$ cat src/rtl/lie_pkg.sv
// Lagrange interpolation evaluator: shared types, constants and helpers.
// Used by the controller, datapath and top level. No dependencies.
package lie_pkg;

  localparam int MaxNodes   = 8;
  localparam int IdxW       = 3;
  localparam int ValW       = 32;
  localparam int FracW      = 24;
  localparam int WideW      = 64;
  localparam int CntW       = 4;
  localparam logic [CntW-1:0] NodeCountReset = 4'd4;
  localparam logic [62:0] WideMax = 63'h3FFF_FFFF_FFFF_FFFF;

  localparam logic [1:0] StatOk  = 2'd0;
  localparam logic [1:0] StatDup = 2'd1;
  localparam logic [1:0] StatSat = 2'd2;

  typedef struct packed {
    logic              mode;
    logic [IdxW-1:0]   node_index;
    logic signed [ValW-1:0] node_x;
    logic signed [ValW-1:0] node_y;
    logic signed [ValW-1:0] query_x;
  } in_item_t;

  typedef struct packed {
    logic signed [ValW-1:0] interp_value;
    logic [1:0]             status;
  } out_item_t;

  // controller -> datapath
  typedef struct packed {
    logic            load;      // write node slot
    logic            q_start;   // latch query, clear sum and flags
    logic            rd_x;      // register x[i], x[j]
    logic            dup_cmp;   // compare registered x[i], x[j]
    logic            p_init;    // p = 1.0
    logic            div_go;    // start divider on registered operands
    logic            div_step;  // one divider iteration
    logic            mul_go;    // latch multiplier operands
    logic            mul_ysel;  // second operand is y instead of ratio
    logic            mul_step;  // one partial product
    logic            mul_r;     // p = p * ratio
    logic            mul_y;     // t = y * p
    logic            acc;       // sum += t
    logic            fin;       // form result
    logic [IdxW-1:0] i;
    logic [IdxW-1:0] j;
  } ctl_t;

  // datapath -> controller
  typedef struct packed {
    logic dup;
    logic div_done;
    logic mul_done;
  } sts_t;

endpackage

$ cat src/rtl/lie_ctrl.sv
// Lagrange evaluator controller: sequences duplicate scan and term loops.
// Depends on lie_pkg.
module lie_ctrl import lie_pkg::*; (
  input  logic            clk,
  input  logic            rst,
  input  logic            start,
  input  logic            mode,
  input  logic [CntW-1:0] node_count,
  input  sts_t            sts,
  output ctl_t            ctl,
  output logic            busy,
  output logic            done
);

  localparam logic [3:0] S_IDLE = 4'd0, S_DRD = 4'd1, S_DCMP = 4'd2, S_PINI = 4'd3,
                         S_XRD = 4'd4, S_DGO = 4'd5, S_DIV = 4'd6, S_MR = 4'd7,
                         S_YRD = 4'd8, S_MY = 4'd9, S_ACC = 4'd10, S_FIN = 4'd11,
                         S_DUP = 4'd12, S_YW = 4'd13;

  logic [3:0] state, state_next;
  logic [IdxW-1:0] i, j, i_next, j_next;
  logic [IdxW-1:0] last, last_next;
  logic [CntW-1:0] nc;

  always_comb begin
    if (node_count == '0) nc = CntW'(1);
    else if (node_count > CntW'(MaxNodes)) nc = CntW'(MaxNodes);
    else nc = node_count;
  end

  assign busy = (state != S_IDLE);

  always_comb begin
    state_next = state;
    i_next = i;
    j_next = j;
    last_next = last;
    ctl = '0;
    ctl.i = i;
    ctl.j = j;
    done = 1'b0;
    unique case (state)
      S_IDLE: begin
        if (start) begin
          if (!mode) ctl.load = 1'b1;
          else begin
            ctl.q_start = 1'b1;
            last_next = IdxW'(nc - CntW'(1));
            i_next = '0;
            j_next = IdxW'(1);
            state_next = (nc == CntW'(1)) ? S_PINI : S_DRD;
            if (nc == CntW'(1)) j_next = '0;
          end
        end
      end
      S_DRD: begin
        ctl.rd_x = 1'b1;
        state_next = S_DCMP;
      end
      S_DCMP: begin
        ctl.dup_cmp = 1'b1;
        state_next = S_DUP;
      end
      S_DUP: begin
        if (sts.dup) begin
          ctl.fin = 1'b1;
          done = 1'b1;
          state_next = S_IDLE;
        end else if (j == last) begin
          if (i + IdxW'(1) == last) begin
            i_next = '0;
            j_next = '0;
            state_next = S_PINI;
          end else begin
            i_next = i + IdxW'(1);
            j_next = i + IdxW'(2);
            state_next = S_DRD;
          end
        end else begin
          j_next = j + IdxW'(1);
          state_next = S_DRD;
        end
      end
      S_PINI: begin
        ctl.p_init = 1'b1;
        j_next = '0;
        state_next = (i == '0 && last == '0) ? S_YRD : S_XRD;
        if (i == '0 && last != '0) j_next = IdxW'(1);
        if (i != '0) j_next = '0;
      end
      S_XRD: begin
        ctl.rd_x = 1'b1;
        state_next = S_DGO;
      end
      S_DGO: begin
        ctl.div_go = 1'b1;
        state_next = S_DIV;
      end
      S_DIV: begin
        ctl.div_step = 1'b1;
        if (sts.div_done) begin
          ctl.mul_go = 1'b1;
          state_next = S_MR;
        end
      end
      S_MR: begin
        ctl.mul_step = 1'b1;
        if (sts.mul_done) begin
          ctl.mul_r = 1'b1;
          // next j skipping i
          if (j == last || (j + IdxW'(1) == i && i == last)) state_next = S_YRD;
          else begin
            j_next = (j + IdxW'(1) == i) ? j + IdxW'(2) : j + IdxW'(1);
            state_next = S_XRD;
          end
        end
      end
      S_YRD: begin
        ctl.rd_x = 1'b1;
        state_next = S_MY;
      end
      S_MY: begin
        ctl.mul_go = 1'b1;
        ctl.mul_ysel = 1'b1;
        state_next = S_YW;
      end
      S_YW: begin
        ctl.mul_step = 1'b1;
        if (sts.mul_done) begin
          ctl.mul_y = 1'b1;
          state_next = S_ACC;
        end
      end
      S_ACC: begin
        ctl.acc = 1'b1;
        if (i == last) state_next = S_FIN;
        else begin
          i_next = i + IdxW'(1);
          state_next = S_PINI;
        end
      end
      S_FIN: begin
        ctl.fin = 1'b1;
        done = 1'b1;
        state_next = S_IDLE;
      end
      default: state_next = S_IDLE;
    endcase
  end

  always_ff @(posedge clk) begin
    if (rst) begin
      state <= S_IDLE;
      i <= '0;
      j <= '0;
      last <= '0;
    end else begin
      state <= state_next;
      i <= i_next;
      j <= j_next;
      last <= last_next;
    end
  end

endmodule

$ cat config.mk
export PLATFORM = sky130hd
export DESIGN_NAME = lie_ctrl
export DESIGN_NICKNAME = d
export VERILOG_FILES = /design/src/rtl/lie_pkg.sv /design/src/rtl/lie_ctrl.sv
export SDC_FILE = /design/constraint.sdc
export NUM_CORES = 1
export LEC_CHECK = 0
export BUFFER_PORTS_ARGS = -buffer_cell sky130_fd_sc_hd__buf_2
export CORE_MARGIN = 2
export CORE_UTILIZATION = 40
export DETAILED_ROUTE_END_ITERATION = 8
export HOLD_SLACK_MARGIN = 0.1
export PLACE_DENSITY = 0.73
export SLEW_MARGIN = 20
export SYNTH_ARGS = -nofsm -noshare
export SYNTH_HDL_FRONTEND = slang
export SYNTH_SLANG_ARGS = --single-unit
$ cat constraint.sdc
create_clock -name clk -period 2.15 [get_ports clk]
set_input_delay 0.3225 -clock clk [delete_from_list [all_inputs] [get_ports clk]]
set_output_delay 0.3225 -clock clk [all_outputs]
set_load 0.1 [all_outputs]
==> impl_metrics.ini <==
[global_routing]
grt_overflow = 0
grt_use_total_pct = 20.3
grt_pass1_wl_mm = 6.81
grt_pass1_vias = 1475
antenna_found_initial = 0
grt_max_degree = 17

[pwr]
p_leak_uw = 0.000838
irDropWorstVdd_v = 0.00116
power_density_nw_per_um2 = 1260

[cells_and_area]
area_growth_pct = 42.3
layout-drive-gt1-share_pct = 35.0
stdcell_count = 282
final_core_utilization_pct = 57.9
antenna_cells = 0
nFillCells = 325
nets = 251

[placed_design]
dpl.hpwl_mm = 3.09
gp_congestion = 0.904
numPortBuffers = 32
dp.cells = 277
dpl_worst_slack_ns = 0.132

[status]
status = finished clean

[synth]
synth_top_family_by_area = simple AND/OR/NAND/NOR gates
syn_inst = 199
synth_top_cells_by_count = 29 x nor2_1, 13 x dfxtp_1, 13 x nand2_1, 13 x o21ai_0, 10 x a21oi_1
synthesis.area_um2 = 1470
synthAdderAreaFrac_pct = 4.26
synth-simple-area-share_pct = 31.2
synth_cell_types = 55
synth_mux_area_share_pct = 2.39
async_reset_ff_share_pct = 0
synth_top_area_cell = dfxtp_1
ys_warn_count = 0
synth_edf_count = 0
synth_nets = 215
synth-seq-area-share_pct = 17.7
ys.flop_type = dfxtp_1
yosys-top-cells-area = dfxtp_1 18%, nor2_1 7.4%, xnor2_1 4.8%
postSynthAreaPerCell_um2 = 7.38
synth-seq-cells = 13
synth.most_common_cell = nor2_1
synth_top_cell_area_share_pct = 17.7
synth_xor_area_share_pct = 12.5
synth-compound-area-share_pct = 25.1

[worst_setup_path]
start_kind = flip-flop
critPathMaxFanout = 14
crit_required_ns = 1.83
cp-end-kind = primary output
path_class = reg -> out
crit_arrival_ns = 1.70

[clocking]
hold_buffers = 0
insertion_delay_ns = 0.25
clockRootBuffer = clkbuf_8
cts_sinks = 13
h-tree-depth = 1
clkTransAtPathRegs_ns = 0.06
tritoncts = done
cts_buffers = 3
cts_max_path_buffers = 2

[sta]
worstMarginPinSlew_ns = 0.495
fin_tns_setup_ns = 0
maxSlewViolCount = 0
fin_crit_sh_pct = 94.3
relSlewSlack_pct = 67.2
finClkSkew_ns = 0.000618
hold_viol_final = 0
layout_setup_ws_ns = 0.123
period_minus_slack_ns = 2.03
fin_hold_ws_ns = 0.450
clock.fmax_mhz = 493
setup_viol = 0
rsz0062_at_grt = false

[run]
drv_cap = 0

[floorplanning]
io_pins = 33
start_util_pct = 40.7
die_area_um2 = 4170
die_w_um = 64.6
core_um2 = 3610
die_y_um = 64.6
rows = 22

[drt]
vias = 1578
viasPerCell = 5.60
antenna_left = 0
drc = 0
drt-total-wl_mm = 3.96
avgRoutedWirePerCell_um = 14.0
drtIter0Drc = 78
drt_pass1_iterations = 4

[worst_hold_path]
worstHoldPathType = in -> reg
[registers in the layout, indices dropped and copies added, names as in the netlist]
name,cells
state,4
i,3
j,3
last,3
[metrics by stage]
step / area [µm²] / power [µW]
after floorplan: 1530 / 1780
after global placement: 2020 / 2340
after detailed placement: 2020 / 2360
after CTS: 2070 / 2590
after global routing: 2090 / 2780
final: 2090 / 2630
[worst paths after layout]
path,startpoint,end,slack [ns],cells after the start
worst max register to register,j[0]$_SDFFE_PP0P_,j[0]$_SDFFE_PP0P_,0.18,7
worst max-delay path,state[3]$_SDFFE_PP0P_,ctl[12],0.12,5
worst min-delay path,rst,i[1]$_SDFFE_PP0P_,0.45,2
worst min register to register,j[1]$_SDFFE_PP0P_,j[1]$_SDFFE_PP0P_,0.57,2
[power by group]
part	internal, µW	leakage (µW)	switching [µW]	total (µW)
clock	128	0.0000255	99.2	227
sequential	293	0.000110	107	400
combinational	762	0.000702	1240	2000
total	1180	0.000838	1440	2630
[placed cells by master, fill, tap and decap left out, drive strengths merged, types with 5 or more instances in the layout]
master / instances
dfxtp: 13
nor2: 29
ha: 5
nor3: 5
xnor2: 9
nand3: 9
nand2b: 7
buf: 48
a21oi: 11
nand2: 13
and3: 5
o21ai: 13
xor2: 6
[area by class of cell]
| type | count | area, µm² | area share (%) |
|---|---|---|---|
| clock buffer | 3 | 41.3 | 1.98 |
| clock inverter | 1 | 5.00 | 0.240 |
| inverter | 4 | 15.0 | 0.719 |
| multi-input combinational | 165 | 1170 | 55.9 |
| sequential | 13 | 279 | 13.4 |
| tap | 48 | 60.1 | 2.88 |
| timing repair buffer | 48 | 520 | 24.9 |
[critical path: stages (launching register included)]
cell      delay [ns]
dfxtp_1         0.52
buf_4           0.27
nand3b_1        0.20
nor2_4          0.17
a21o_2          0.13
buf_12          0.17
[metal layers]
metal	track usage [%]	routed length [µm]	vias up
met5	0	0	-
met4	5.59	27	0
met3	3.30	222	2
met2	32.6	1840	51
met1	28.2	1870	740
li1	-	-	785
[cell families (layout without fill, tap and decap cells)]
logic type                 count (synthesis)  count (layout)
and+or+nand+nor                           86              86
AOI/OAI and AO/OA                         54              54
buffers and inverters                     21              56
xor gates and xnor gates                  17              17
DFF                                       13              13
adders and majority gates                  5               5
muxes                                      3               3
[timing repair]
action	CTS	global route
setup endpoints to repair	0	3
gates resized for setup	0	2
buffers inserted	0	1
No activity file was read; power rests on OpenSTA's default activity.
